`src/rgbc_red_black_classifier_defines.svh`:
```
// Assertion macros for the red/black classifier.
// Included by the top level; the macros expect signals named clock and reset in scope.
`ifndef RGBC_RED_BLACK_CLASSIFIER_DEFINES_SVH
`define RGBC_RED_BLACK_CLASSIFIER_DEFINES_SVH

// Same-cycle implication, checked on every rising clock edge outside reset
`define RGBC_ASSERT_IMP(label, ante, cons, msg) \
   label: assert property (@(posedge clock) disable iff (reset) (ante) |-> (cons)) \
      else $error(msg);

// Next-cycle implication
`define RGBC_ASSERT_NXT(label, ante, cons, msg) \
   label: assert property (@(posedge clock) disable iff (reset) (ante) |=> (cons)) \
      else $error(msg);

`endif

```
`src/rgbc_pkg.sv`:
```
// Shared widths, register indexes, reset values and payload types
// for the red/black classifier. No dependencies.
package rgbc_pkg;

   // Sample and fixed-point widths
   localparam int SAMPLE_BITS = 16;
   localparam int FRAC_BITS   = 8;
   localparam int AVG_BITS    = SAMPLE_BITS + FRAC_BITS;
   localparam int WEIGHT_BITS = 10;
   localparam int TENTHS_BITS = 8;
   localparam int MINC_BITS   = 16;

   // Divider sizing: dividend is avg*w + clear, quotient fits the average width
   localparam int NUM_BITS  = AVG_BITS + WEIGHT_BITS;
   localparam int REM_BITS  = WEIGHT_BITS + 1;
   localparam int ITER_BITS = $clog2(AVG_BITS);

   localparam logic [AVG_BITS-1:0] ONE_FIXED = AVG_BITS'(1) << FRAC_BITS;

   // Configuration port
   localparam int CSR_INDEX_BITS = 3;
   localparam int CSR_DATA_BITS  = 16;

   localparam logic [CSR_INDEX_BITS-1:0] CSR_SLOW_WEIGHT   = 3'd0;
   localparam logic [CSR_INDEX_BITS-1:0] CSR_FAST_WEIGHT   = 3'd1;
   localparam logic [CSR_INDEX_BITS-1:0] CSR_RED_RATIO     = 3'd2;
   localparam logic [CSR_INDEX_BITS-1:0] CSR_BLACK_LEVEL   = 3'd3;
   localparam logic [CSR_INDEX_BITS-1:0] CSR_BLACK_SPREAD  = 3'd4;
   localparam logic [CSR_INDEX_BITS-1:0] CSR_MIN_CLEAR     = 3'd5;

   // Register reset values
   localparam logic [WEIGHT_BITS-1:0] SLOW_WEIGHT_RST   = 10'd300;
   localparam logic [WEIGHT_BITS-1:0] FAST_WEIGHT_RST   = 10'd50;
   localparam logic [TENTHS_BITS-1:0] RED_RATIO_RST     = 8'd14;
   localparam logic [TENTHS_BITS-1:0] BLACK_LEVEL_RST   = 8'd3;
   localparam logic [TENTHS_BITS-1:0] BLACK_SPREAD_RST  = 8'd5;
   localparam logic [MINC_BITS-1:0]   MIN_CLEAR_RST     = 16'd8;

   // Payloads
   typedef struct packed {
      logic [SAMPLE_BITS-1:0] red_raw;
      logic [SAMPLE_BITS-1:0] green_raw;
      logic [SAMPLE_BITS-1:0] blue_raw;
      logic [SAMPLE_BITS-1:0] clear_raw;
      logic                   settled;
   } req_type;

   typedef struct packed {
      logic is_red;
      logic is_black;
   } rsp_type;

endpackage

```
`src/rgbc_divider.sv`:
```
// Restoring divider, one quotient bit per cycle, for the clear-channel average.
// Depends on rgbc_pkg for widths.
module rgbc_divider (
   input  logic                          clock,
   input  logic                          reset,
   input  logic                          start,
   input  logic [rgbc_pkg::NUM_BITS-1:0] dividend,
   input  logic [rgbc_pkg::REM_BITS-1:0] divisor,
   output logic [rgbc_pkg::AVG_BITS-1:0] quotient,
   output logic                          done
);

   logic [rgbc_pkg::REM_BITS-1:0]  rem_ff, rem_in;
   logic [rgbc_pkg::AVG_BITS-1:0]  quo_ff, quo_in;
   logic [rgbc_pkg::ITER_BITS-1:0] count_ff, count_in;
   logic                           busy_ff, busy_in;
   logic                           done_ff, done_in;

   logic [rgbc_pkg::REM_BITS:0] trial;
   logic [rgbc_pkg::REM_BITS:0] trial_sub;
   logic                        fits;

   // Trial subtract of the divisor from the shifted partial remainder
   assign trial     = {rem_ff, quo_ff[rgbc_pkg::AVG_BITS-1]};
   assign trial_sub = trial - {1'b0, divisor};
   assign fits      = (trial >= {1'b0, divisor});

   // Iteration control; the upper dividend bits are known to be below the
   // divisor, so they seed the remainder and only the low bits iterate
   always_comb begin
      rem_in   = rem_ff;
      quo_in   = quo_ff;
      count_in = count_ff;
      busy_in  = busy_ff;
      done_in  = 1'b0;
      if (start) begin
         rem_in   = rgbc_pkg::REM_BITS'(dividend[rgbc_pkg::NUM_BITS-1:rgbc_pkg::AVG_BITS]);
         quo_in   = dividend[rgbc_pkg::AVG_BITS-1:0];
         count_in = '0;
         busy_in  = 1'b1;
      end else if (busy_ff) begin
         rem_in   = fits ? trial_sub[rgbc_pkg::REM_BITS-1:0] : trial[rgbc_pkg::REM_BITS-1:0];
         quo_in   = {quo_ff[rgbc_pkg::AVG_BITS-2:0], fits};
         count_in = count_ff + rgbc_pkg::ITER_BITS'(1);
         if (count_ff == rgbc_pkg::ITER_BITS'(rgbc_pkg::AVG_BITS - 1)) begin
            busy_in = 1'b0;
            done_in = 1'b1;
         end
      end
   end

   always_ff @(posedge clock) begin
      rem_ff   <= rem_in;
      quo_ff   <= quo_in;
      count_ff <= count_in;
      if (reset) begin
         busy_ff <= 1'b0;
         done_ff <= 1'b0;
      end else begin
         busy_ff <= busy_in;
         done_ff <= done_in;
      end
   end

   assign quotient = quo_ff;
   assign done     = done_ff;

endmodule

```
`src/rgbc_red_black_classifier.sv`:
```
// Red/black classifier top level: registers, sequencer, shared multiplier.
// Depends on rgbc_pkg, rgbc_divider and rgbc_red_black_classifier_defines.svh.
//
//   channel  | direction | handshake            | payload
//   req_     | in        | req_valid / req_stall| rgbc_pkg::req_type
//   rsp_     | out       | rsp_valid / rsp_stall| rgbc_pkg::rsp_type
//   csr_     | in        | csr_valid / csr_ready| csr_index, csr_data
//
// Once the average is loaded, a transaction takes one multiply, 24 divider
// iterations, then four multiplies on the shared multiplier for the ratio checks;
// the first transaction skips the divider and loads the average directly.
// Synchronous reset restores register defaults, unloads the average, stalls req_/csr_.
// A finished result waits in the output register, so a stalled rsp_ side only
// holds the block once the following transaction is ready to deliver.
`include "rgbc_red_black_classifier_defines.svh"

module rgbc_red_black_classifier (
   input  logic                                clock,
   input  logic                                reset,
   input  logic                                req_valid,
   output logic                                req_stall,
   input  rgbc_pkg::req_type                   req_data,
   output logic                                rsp_valid,
   input  logic                                rsp_stall,
   output rgbc_pkg::rsp_type                   rsp_data,
   input  logic                                csr_valid,
   output logic                                csr_ready,
   input  logic [rgbc_pkg::CSR_INDEX_BITS-1:0] csr_index,
   input  logic [rgbc_pkg::CSR_DATA_BITS-1:0]  csr_data
);

   typedef enum logic [3:0] {
      ST_IDLE,
      ST_MULW,
      ST_DIV_GO,
      ST_DIV_WAIT,
      ST_MUL_G,
      ST_MUL_B,
      ST_MUL_S,
      ST_MUL_L,
      ST_CMP_L
   } state_type;

   // Helpers
   function automatic logic [rgbc_pkg::AVG_BITS-1:0] floor_avg(
      input logic [rgbc_pkg::AVG_BITS-1:0] v);
      floor_avg = (v < rgbc_pkg::ONE_FIXED) ? rgbc_pkg::ONE_FIXED : v;
   endfunction

   function automatic logic [rgbc_pkg::SAMPLE_BITS-1:0] abs_diff(
      input logic [rgbc_pkg::SAMPLE_BITS-1:0] a,
      input logic [rgbc_pkg::SAMPLE_BITS-1:0] b);
      abs_diff = (a > b) ? (a - b) : (b - a);
   endfunction

   // Times ten as shift and add
   function automatic logic [rgbc_pkg::NUM_BITS-1:0] times_ten(
      input logic [rgbc_pkg::AVG_BITS-1:0] v);
      times_ten = (rgbc_pkg::NUM_BITS'(v) << 3) + (rgbc_pkg::NUM_BITS'(v) << 1);
   endfunction

   state_type state_ff, state_in;

   // Configuration registers
   logic [rgbc_pkg::WEIGHT_BITS-1:0] slow_weight_ff, slow_weight_in;
   logic [rgbc_pkg::WEIGHT_BITS-1:0] fast_weight_ff, fast_weight_in;
   logic [rgbc_pkg::TENTHS_BITS-1:0] red_ratio_ff, red_ratio_in;
   logic [rgbc_pkg::TENTHS_BITS-1:0] black_level_ff, black_level_in;
   logic [rgbc_pkg::TENTHS_BITS-1:0] black_spread_ff, black_spread_in;
   logic [rgbc_pkg::MINC_BITS-1:0]   min_clear_ff, min_clear_in;

   // Running state
   logic [rgbc_pkg::AVG_BITS-1:0] avg_ff, avg_in;
   logic                          loaded_ff, loaded_in;

   // Per-transaction working registers
   rgbc_pkg::req_type                sample_ff, sample_in;
   logic [rgbc_pkg::WEIGHT_BITS-1:0] weight_ff, weight_in;
   logic [rgbc_pkg::SAMPLE_BITS-1:0] diff_ff, diff_in;
   logic [rgbc_pkg::NUM_BITS-1:0]    prod_ff, prod_in;
   logic                             red_ff, red_in;
   logic                             black_ff, black_in;

   // Output register
   logic              rsp_valid_ff, rsp_valid_in;
   rgbc_pkg::rsp_type rsp_data_ff, rsp_data_in;

   // Shared multiplier operands
   logic [rgbc_pkg::AVG_BITS-1:0]    mul_a;
   logic [rgbc_pkg::WEIGHT_BITS-1:0] mul_b;
   logic [rgbc_pkg::NUM_BITS-1:0]    mul_product;

   // Derived sample values
   logic [rgbc_pkg::AVG_BITS-1:0]    clear_fixed;
   logic [rgbc_pkg::NUM_BITS-1:0]    red_ten;
   logic [rgbc_pkg::NUM_BITS-1:0]    clear_ten;
   logic [rgbc_pkg::NUM_BITS-1:0]    diff_ten;
   logic [rgbc_pkg::SAMPLE_BITS-1:0] diff_rg, diff_rb, diff_gb, diff_max;
   logic                             clear_over_min;
   logic                             out_free;

   // Divider hookup
   logic                          div_start;
   logic [rgbc_pkg::NUM_BITS-1:0] div_dividend;
   logic [rgbc_pkg::REM_BITS-1:0] div_divisor;
   logic [rgbc_pkg::AVG_BITS-1:0] div_quotient;
   logic                          div_done;

   assign clear_fixed = rgbc_pkg::AVG_BITS'(sample_ff.clear_raw) << rgbc_pkg::FRAC_BITS;
   assign red_ten     = times_ten(rgbc_pkg::AVG_BITS'(sample_ff.red_raw));
   assign clear_ten   = times_ten(clear_fixed);
   assign diff_ten    = times_ten(rgbc_pkg::AVG_BITS'(diff_ff));
   assign mul_product = rgbc_pkg::NUM_BITS'(mul_a) * rgbc_pkg::NUM_BITS'(mul_b);

   assign clear_over_min = rgbc_pkg::NUM_BITS'(sample_ff.clear_raw)
                           > rgbc_pkg::NUM_BITS'(min_clear_ff);

   // Largest pairwise channel difference
   assign diff_rg  = abs_diff(sample_ff.red_raw, sample_ff.green_raw);
   assign diff_rb  = abs_diff(sample_ff.red_raw, sample_ff.blue_raw);
   assign diff_gb  = abs_diff(sample_ff.green_raw, sample_ff.blue_raw);
   assign diff_max = (diff_rg >= diff_rb) ? ((diff_rg >= diff_gb) ? diff_rg : diff_gb)
                                          : ((diff_rb >= diff_gb) ? diff_rb : diff_gb);

   assign div_dividend = prod_ff + rgbc_pkg::NUM_BITS'(clear_fixed);
   assign div_divisor  = rgbc_pkg::REM_BITS'(weight_ff) + rgbc_pkg::REM_BITS'(1);

   rgbc_divider u_divider (
      .clock    (clock),
      .reset    (reset),
      .start    (div_start),
      .dividend (div_dividend),
      .divisor  (div_divisor),
      .quotient (div_quotient),
      .done     (div_done)
   );

   // No transaction is taken on either input channel while in reset
   assign out_free  = !rsp_valid_ff || !rsp_stall;
   assign req_stall = reset || (state_ff != ST_IDLE);
   assign csr_ready = !reset;

   // Configuration writes
   always_comb begin
      slow_weight_in  = slow_weight_ff;
      fast_weight_in  = fast_weight_ff;
      red_ratio_in    = red_ratio_ff;
      black_level_in  = black_level_ff;
      black_spread_in = black_spread_ff;
      min_clear_in    = min_clear_ff;
      if (csr_valid) begin
         unique case (csr_index)
            rgbc_pkg::CSR_SLOW_WEIGHT:
               slow_weight_in = csr_data[rgbc_pkg::WEIGHT_BITS-1:0];
            rgbc_pkg::CSR_FAST_WEIGHT:
               fast_weight_in = csr_data[rgbc_pkg::WEIGHT_BITS-1:0];
            rgbc_pkg::CSR_RED_RATIO:
               red_ratio_in = csr_data[rgbc_pkg::TENTHS_BITS-1:0];
            rgbc_pkg::CSR_BLACK_LEVEL:
               black_level_in = csr_data[rgbc_pkg::TENTHS_BITS-1:0];
            rgbc_pkg::CSR_BLACK_SPREAD:
               black_spread_in = csr_data[rgbc_pkg::TENTHS_BITS-1:0];
            rgbc_pkg::CSR_MIN_CLEAR:
               min_clear_in = csr_data[rgbc_pkg::MINC_BITS-1:0];
            default: ;
         endcase
      end
   end

   // Sequencer
   always_comb begin
      state_in     = state_ff;
      avg_in       = avg_ff;
      loaded_in    = loaded_ff;
      sample_in    = sample_ff;
      weight_in    = weight_ff;
      diff_in      = diff_ff;
      prod_in      = prod_ff;
      red_in       = red_ff;
      black_in     = black_ff;
      rsp_data_in  = rsp_data_ff;
      rsp_valid_in = rsp_valid_ff && rsp_stall;
      div_start    = 1'b0;
      mul_a        = '0;
      mul_b        = '0;

      unique case (state_ff)
         ST_IDLE: begin
            if (req_valid) begin
               sample_in = req_data;
               weight_in = req_data.settled ? slow_weight_ff : fast_weight_ff;
               state_in  = ST_MULW;
            end
         end
         // avg * w; first transaction loads the average directly
         ST_MULW: begin
            mul_a   = avg_ff;
            mul_b   = weight_ff;
            prod_in = mul_product;
            diff_in = diff_max;
            if (loaded_ff) begin
               state_in = ST_DIV_GO;
            end else begin
               avg_in    = floor_avg(clear_fixed);
               loaded_in = 1'b1;
               state_in  = ST_MUL_G;
            end
         end
         ST_DIV_GO: begin
            div_start = 1'b1;
            state_in  = ST_DIV_WAIT;
         end
         ST_DIV_WAIT: begin
            if (div_done) begin
               avg_in   = floor_avg(div_quotient);
               state_in = ST_MUL_G;
            end
         end
         ST_MUL_G: begin
            mul_a    = rgbc_pkg::AVG_BITS'(sample_ff.green_raw);
            mul_b    = rgbc_pkg::WEIGHT_BITS'(red_ratio_ff);
            prod_in  = mul_product;
            state_in = ST_MUL_B;
         end
         ST_MUL_B: begin
            red_in   = clear_over_min && (red_ten > prod_ff);
            mul_a    = rgbc_pkg::AVG_BITS'(sample_ff.blue_raw);
            mul_b    = rgbc_pkg::WEIGHT_BITS'(red_ratio_ff);
            prod_in  = mul_product;
            state_in = ST_MUL_S;
         end
         ST_MUL_S: begin
            red_in   = red_ff && (red_ten > prod_ff);
            mul_a    = rgbc_pkg::AVG_BITS'(sample_ff.clear_raw);
            mul_b    = rgbc_pkg::WEIGHT_BITS'(black_spread_ff);
            prod_in  = mul_product;
            state_in = ST_MUL_L;
         end
         ST_MUL_L: begin
            black_in = (sample_ff.clear_raw != '0) && (diff_ten <= prod_ff);
            mul_a    = avg_ff;
            mul_b    = rgbc_pkg::WEIGHT_BITS'(black_level_ff);
            prod_in  = mul_product;
            state_in = ST_CMP_L;
         end
         // Final compare; wait here while the previous result is still held
         ST_CMP_L: begin
            if (out_free) begin
               rsp_data_in.is_red   = red_ff;
               rsp_data_in.is_black = black_ff && (clear_ten < prod_ff);
               rsp_valid_in         = 1'b1;
               state_in             = ST_IDLE;
            end
         end
         default: state_in = ST_IDLE;
      endcase
   end

   always_ff @(posedge clock) begin
      avg_ff      <= avg_in;
      sample_ff   <= sample_in;
      weight_ff   <= weight_in;
      diff_ff     <= diff_in;
      prod_ff     <= prod_in;
      red_ff      <= red_in;
      black_ff    <= black_in;
      rsp_data_ff <= rsp_data_in;
      if (reset) begin
         state_ff        <= ST_IDLE;
         loaded_ff       <= 1'b0;
         rsp_valid_ff    <= 1'b0;
         slow_weight_ff  <= rgbc_pkg::SLOW_WEIGHT_RST;
         fast_weight_ff  <= rgbc_pkg::FAST_WEIGHT_RST;
         red_ratio_ff    <= rgbc_pkg::RED_RATIO_RST;
         black_level_ff  <= rgbc_pkg::BLACK_LEVEL_RST;
         black_spread_ff <= rgbc_pkg::BLACK_SPREAD_RST;
         min_clear_ff    <= rgbc_pkg::MIN_CLEAR_RST;
      end else begin
         state_ff        <= state_in;
         loaded_ff       <= loaded_in;
         rsp_valid_ff    <= rsp_valid_in;
         slow_weight_ff  <= slow_weight_in;
         fast_weight_ff  <= fast_weight_in;
         red_ratio_ff    <= red_ratio_in;
         black_level_ff  <= black_level_in;
         black_spread_ff <= black_spread_in;
         min_clear_ff    <= min_clear_in;
      end
   end

   assign rsp_valid = rsp_valid_ff;
   assign rsp_data  = rsp_data_ff;

   // Checks
   `RGBC_ASSERT_IMP(a_avg_floored, loaded_ff, avg_ff >= rgbc_pkg::ONE_FIXED, "average below 1.0")
   `RGBC_ASSERT_IMP(a_div_done_wait, div_done, state_ff == ST_DIV_WAIT, "divider done out of turn")
   `RGBC_ASSERT_IMP(a_rsp_from_cmp, $rose(rsp_valid_ff), $past(state_ff == ST_CMP_L), "stray result")
   `RGBC_ASSERT_NXT(a_accept_starts, req_valid && !req_stall, state_ff == ST_MULW, "accept lost")

endmodule
```
`config.mk`:
```
export PLATFORM = sky130hd
export DESIGN_NAME = rgbc_red_black_classifier
export DESIGN_NICKNAME = d
export VERILOG_FILES = /design/src/rgbc_pkg.sv /design/src/rgbc_divider.sv /design/src/rgbc_red_black_classifier.sv
export VERILOG_INCLUDE_DIRS = /design/src /design/src/src
export SDC_FILE = /design/constraint.sdc
export NUM_CORES = 2
export LEC_CHECK = 0
export BUFFER_PORTS_ARGS = -buffer_cell sky130_fd_sc_hd__buf_2
export CAP_MARGIN = 20
export CORE_MARGIN = 4
export CORE_UTILIZATION = 35
export DETAILED_ROUTE_END_ITERATION = 10
export GPL_TIMING_DRIVEN = 0
export REMOVE_ABC_BUFFERS = 1
export SLEW_MARGIN = 20
export SYNTH_ARGS = -nofsm -noshare
export SYNTH_HDL_FRONTEND = slang
export SYNTH_HIERARCHICAL = 1
export SYNTH_SLANG_ARGS = --single-unit
export TNS_END_PERCENT = 1
```
`constraint.sdc`:
```
create_clock -name clock -period 7.22 [get_ports clock]
set_clock_uncertainty 0.2 [all_clocks]
set_input_delay 0.361 -clock clock [delete_from_list [all_inputs] [get_ports clock]]
set_output_delay 0.361 -clock clock [all_outputs]
set_load 0.1 [all_outputs]
```
==> results by stage <==
Status:
- The run finished, with violations left.
- The checks that failed: setup timing.

Yosys:
- The number of different library cells used by synthesis comes to 85.
- The cell count after synthesis is about 3.0k.
- The mapped netlist covers 0.0276 mm².
- The multiplexer share of the synthesized area is 0.0293.
- Of all flip-flops after synthesis, the portion carrying an async set or reset was 0.
- Ranked by total cell area, the synthesized netlist is headed by sky130_fd_sc_hd__edfxtp_1 (20%), sky130_fd_sc_hd__ha_1 (16%), sky130_fd_sc_hd__fa_1 (13%).
- Of the post-synthesis cell area, the dominant cell type holds 0.203.
- The combinational family with the most area after synthesis is adder cells.
- The Yosys step of the flow raised 6 warnings.
- Synthesis inferred 260 register bits.
- The synthesized design spends more area on one cell type than any other, namely sky130_fd_sc_hd__edfxtp_1.
- Of the total synthesized cell area, the portion taken by XOR and XNOR cells is 0.0473.
- The commonest cells after synthesis are sky130_fd_sc_hd__inv_1 (355), sky130_fd_sc_hd__nand2_1 (354), sky130_fd_sc_hd__ha_1 (353).
- The fraction of the mapped netlist area in simple logic gates is 0.156.
- The average cell area after synthesis is 9.10 µm².
- The most common cell in the netlist is sky130_fd_sc_hd__inv_1.
- The area share of fa/ha/maj cells after synthesis is 0.295.
- The number of enable-type register cells in the synthesized netlist is 186.
- The complex-gate fraction of the synthesized area was 0.153.
- The leading register cell type out of synthesis is sky130_fd_sc_hd__edfxtp_1.
- The sequential-to-total area share from yosys stat is 0.256.

Floorplanning:
- The initial utilization of the core area, before any placement, comes to 0.355.
- The number of primary I/O pins is 94.
- The floorplan has 102 rows.
- The area of the die is approximately 0.083 mm².
- The y dimension of the die is between 200 and 300 µm.
- The region available for standard cell placement spans around 0.078 mm².
- The die is roughly 290 µm wide.

Detailed routing:
- The number of design rule violations left after detail routing is 0.
- The overall routed net length is approximately 86000 µm.
- Using the TritonRoute via totals, the vias-per-cell ratio works out to between 5 and 6.
- For this block, the via count after detailed routing is around 23k.
- The first TritonRoute pass finished after 8 iterations.
- The iteration-0 DRC count of the detailed router is about 2.1k.
- The number of nets still failing antenna checks after routing is 0.
- After detailed routing, the average wire length per cell comes to between 15 and 20 µm.

Power and ir drop:
- Of the total power, the share spent switching nets is 0.443.
- The net switching component of the power is roughly 3700 µW.
- The part of the total power dissipated in sequential elements is 0.257.
- The part of the power in the clock network is 0.169.
- Of the total power, combinational logic draws 0.574.
- Across the VDD grid, the largest voltage drop is between 150 and 200 µV.
- The power density relative to cell area is between 200 and 300 mW/mm².
- The cell internal power dissipation is around 4700 µW.
- The total leakage power is approximately 0.015 µW.

Final layout:
- The growth of design area from synthesis to finish is 17.2%.
- The fraction of layout cells with a size suffix above 1 is 0.134.
- After routing the design area is around 0.032 mm².
- The number of fill cells is approximately 7.6k.
- Once layout is complete, the utilization of the core stands at 0.416.
- 0 antenna diodes ended up in the layout.
- The total number of nets in the final design is 3880.

Placement:
- Before CTS, the worst setup slack after placement is -1.88 ns.
- In this run the tool buffered the top-level ports with between 90 and 100 buffer cells.
- The placed instance area is between 0.02 and 0.03 mm².
- At the end of routability-driven placement, the weighted congestion stood at between 0.9 and 1.
- After legalization and detailed placement, the total HPWL measured about 66000 µm.

Global routing:
- Entering global routing, the biggest net connects 52 pins.
- The initial antenna violation count came to 0.
- The sum of overflow across all layers after global routing is 0.
- The wire length of the first global-routing pass is about 130000 µm.
- The via count of the first global-routing pass is about 23k.
- In the global route stage, overall resource usage came out at 0.204.

Clocking:
- For this design, the sink count on the clock tree is 260.
- The clock latency of the later-clocked register in the worst-skew pair is ~0.58 ns.
- TritonCTS built the clock tree.
- No sink is reached through more buffers than the 3 on the longest clock path.
- After clock tree synthesis, the clock-pin slew on the worst setup and hold paths is around 0.07 ns.
- The clock tree root buffer cell is sky130_fd_sc_hd__clkbuf_16.
- CTS built an H-tree with a depth of 1.
- The number of clock buffers added by TritonCTS is 27.

Timing:
- The number of failing setup endpoints in the final timing report is 4.
- Dividing the final minimum period by the clock period gives 1.02.
- Based on the critical path, the design can be clocked at up to 0.136 GHz.
- Setup repair after global routing could not meet its margin everywhere.
- The total count of max-transition violations in the final report is 0.
- The headroom to the max-slew limit is 0.284.
- Setup slack on the critical path of the routed design comes to -0.141 ns.
- The total count of hold-check failures in the final report was 0.
- At the pin with the least slew margin, the transition time is between 1 and 1.5 ns.
- The shortest period the worst path allows is around 7.4 ns.

Setup path:
- For the worst flop-to-flop path, the logic depth is 29.
- The endpoint identified for the worst register-to-register timing path is prod_ff[22]$_DFFE_PP_.
- In this run the register-to-register setup slack is -0.14 ns.
- The endpoint kind of the worst setup timing path is a register.
- Among cell families on the critical path, the largest total delay comes from adder cells.
- The required time of the critical path is 7.34 ns.
- The maximum fanout encountered on the critical timing path is 6.
- The critical path launch point type is a register.
- The arrival time at the worst endpoint is ~7.5 ns.
- The critical path is of the reg -> reg type.
- The startpoint of the worst-slack reg-to-reg timing path is state_ff[2]$_SDFFE_PP0P_.
- The delay of the slowest cell on the worst path is ~0.58 ns.
- The critical path contains buffers and inverters numbering 9 combined.
- The master of the slowest instance on the critical path is sky130_fd_sc_hd__fa_1.

Worst hold path:
- The min-delay analysis places its worst path in the category in -> reg.
- The worst hold path endpoint is weight_ff[9]$_DFFE_PP_.
- The hold path startpoint is req_data[0].
- The depth of the worst hold-timing path is 2.

Run:
- The number of violations of the max-capacitance limit is 0.
==> cell type report <==
cell class	count	area [µm²]	share of cell area
well taps	1040	1300	0.0403
clock inverters	11	129	0.00399
repair buffers	293	2430	0.0753
inverters	356	1340	0.0416
multi-input cells	2315	19300	0.597
clock buffers	38	728	0.0225
flip-flops and latches	260	7080	0.219
==> routing by layer <==
layer	part of all wire	GRT usage	wire length [µm]
met3	0.066	0.0293	5640
met5	0	0	0
met1	0.44	0.282	37900
met2	0.44	0.316	37600
met4	0.052	0.0911	4450
==> flip-flops by register name, summed over array words and instances, names as in the netlist, 2 cells and up <==
register	flops
state_ff	4
prod_ff	34
slow_weight_ff	10
fast_weight_ff	10
u_divider/quotient	24
black_level_ff	8
weight_ff	10
black_spread_ff	8
red_ratio_ff	8
avg_ff	24
sample_ff	48
u_divider/rem_ff	11
u_divider/count_ff	5
diff_ff	16
rsp_data	2
clear_fixed	16
min_clear_ff	16
==> power by group through the flow <==
stage / Clock, µW / Sequential, µW / Combinational, µW
6_report: 1410 / 2150 / 4810
5_1_grt: 1500 / 2170 / 5350
4_1_cts: 1430 / 2150 / 4750
3_5_place_dp: 0 / 2170 / 4490
3_3_place_gp: 0 / 2190 / 4400
2_1_floorplan: 0 / 2060 / 3230
==> kinds of logic after synthesis <==
group / Yosys count
AO/OA/AOI/OAI: 627
XOR/XNOR: 149
adder cells (fa/ha/maj): 538
buffers and inverters: 456
flip-flops: 260
multiplexers: 75
AND/OR/NAND/NOR: 923
==> cell usage in the layout, fill, tap and decap left out, drive strengths merged, types with 82 or more instances in the layout <==
master	netlist	final
a21oi	200	200
nand2	354	356
nor2	236	236
fa	185	185
inv	355	357
o21ai	99	99
edfxtp	186	186
ha	353	353
dlygate4sd3	0	82
buf	19	209
xnor2	104	104
==> worst max path at each step <==
stage          slack, ns                      from  cells after the start               endpoint
6_report           -0.14  state_ff[2]$_SDFFE_PP0P_                     29  prod_ff[22]$_DFFE_PP_
5_1_grt            -0.27  state_ff[2]$_SDFFE_PP0P_                     28  prod_ff[31]$_DFFE_PP_
4_1_cts            0.001  state_ff[2]$_SDFFE_PP0P_                     30  prod_ff[31]$_DFFE_PP_
3_5_place_dp       -1.88  state_ff[1]$_SDFFE_PP0P_                     24  prod_ff[32]$_DFFE_PP_
3_3_place_gp       -4.84  state_ff[0]$_SDFFE_PP0P_                     23  prod_ff[32]$_DFFE_PP_
2_1_floorplan      -1.40  state_ff[0]$_SDFFE_PP0P_                     23  prod_ff[32]$_DFFE_PP_
==> stage by stage <==
| step | TNS [ns] | hold slack, ns | instances | total power [µW] |
|---|---|---|---|---|
| 4_1_cts | 0 | 0.115 | 4306 | 8330 |
| 5_1_grt | -1.76 | 0.136 | 4313 | 9010 |
| 2_1_floorplan | -20.05 | 0.227 | 2928 | 5290 |
| 3_3_place_gp | -136.24 | 0.240 | 4061 | 6580 |
| 6_report | -0.466 | 0.130 | 4313 | 8370 |
| 3_5_place_dp | -28.68 | 0.245 | 4078 | 6660 |
==> what timing repair did <==
action,4_1_cts,5_1_grt
setup buffers,92,7
gates cloned,6,0
hold buffers,82,0
endpoints found under the setup margin,25,19
resized for setup,117,15
pin swaps,67,16
hold endpoints to repair,125,0
Power figures use the tool's default switching activity.
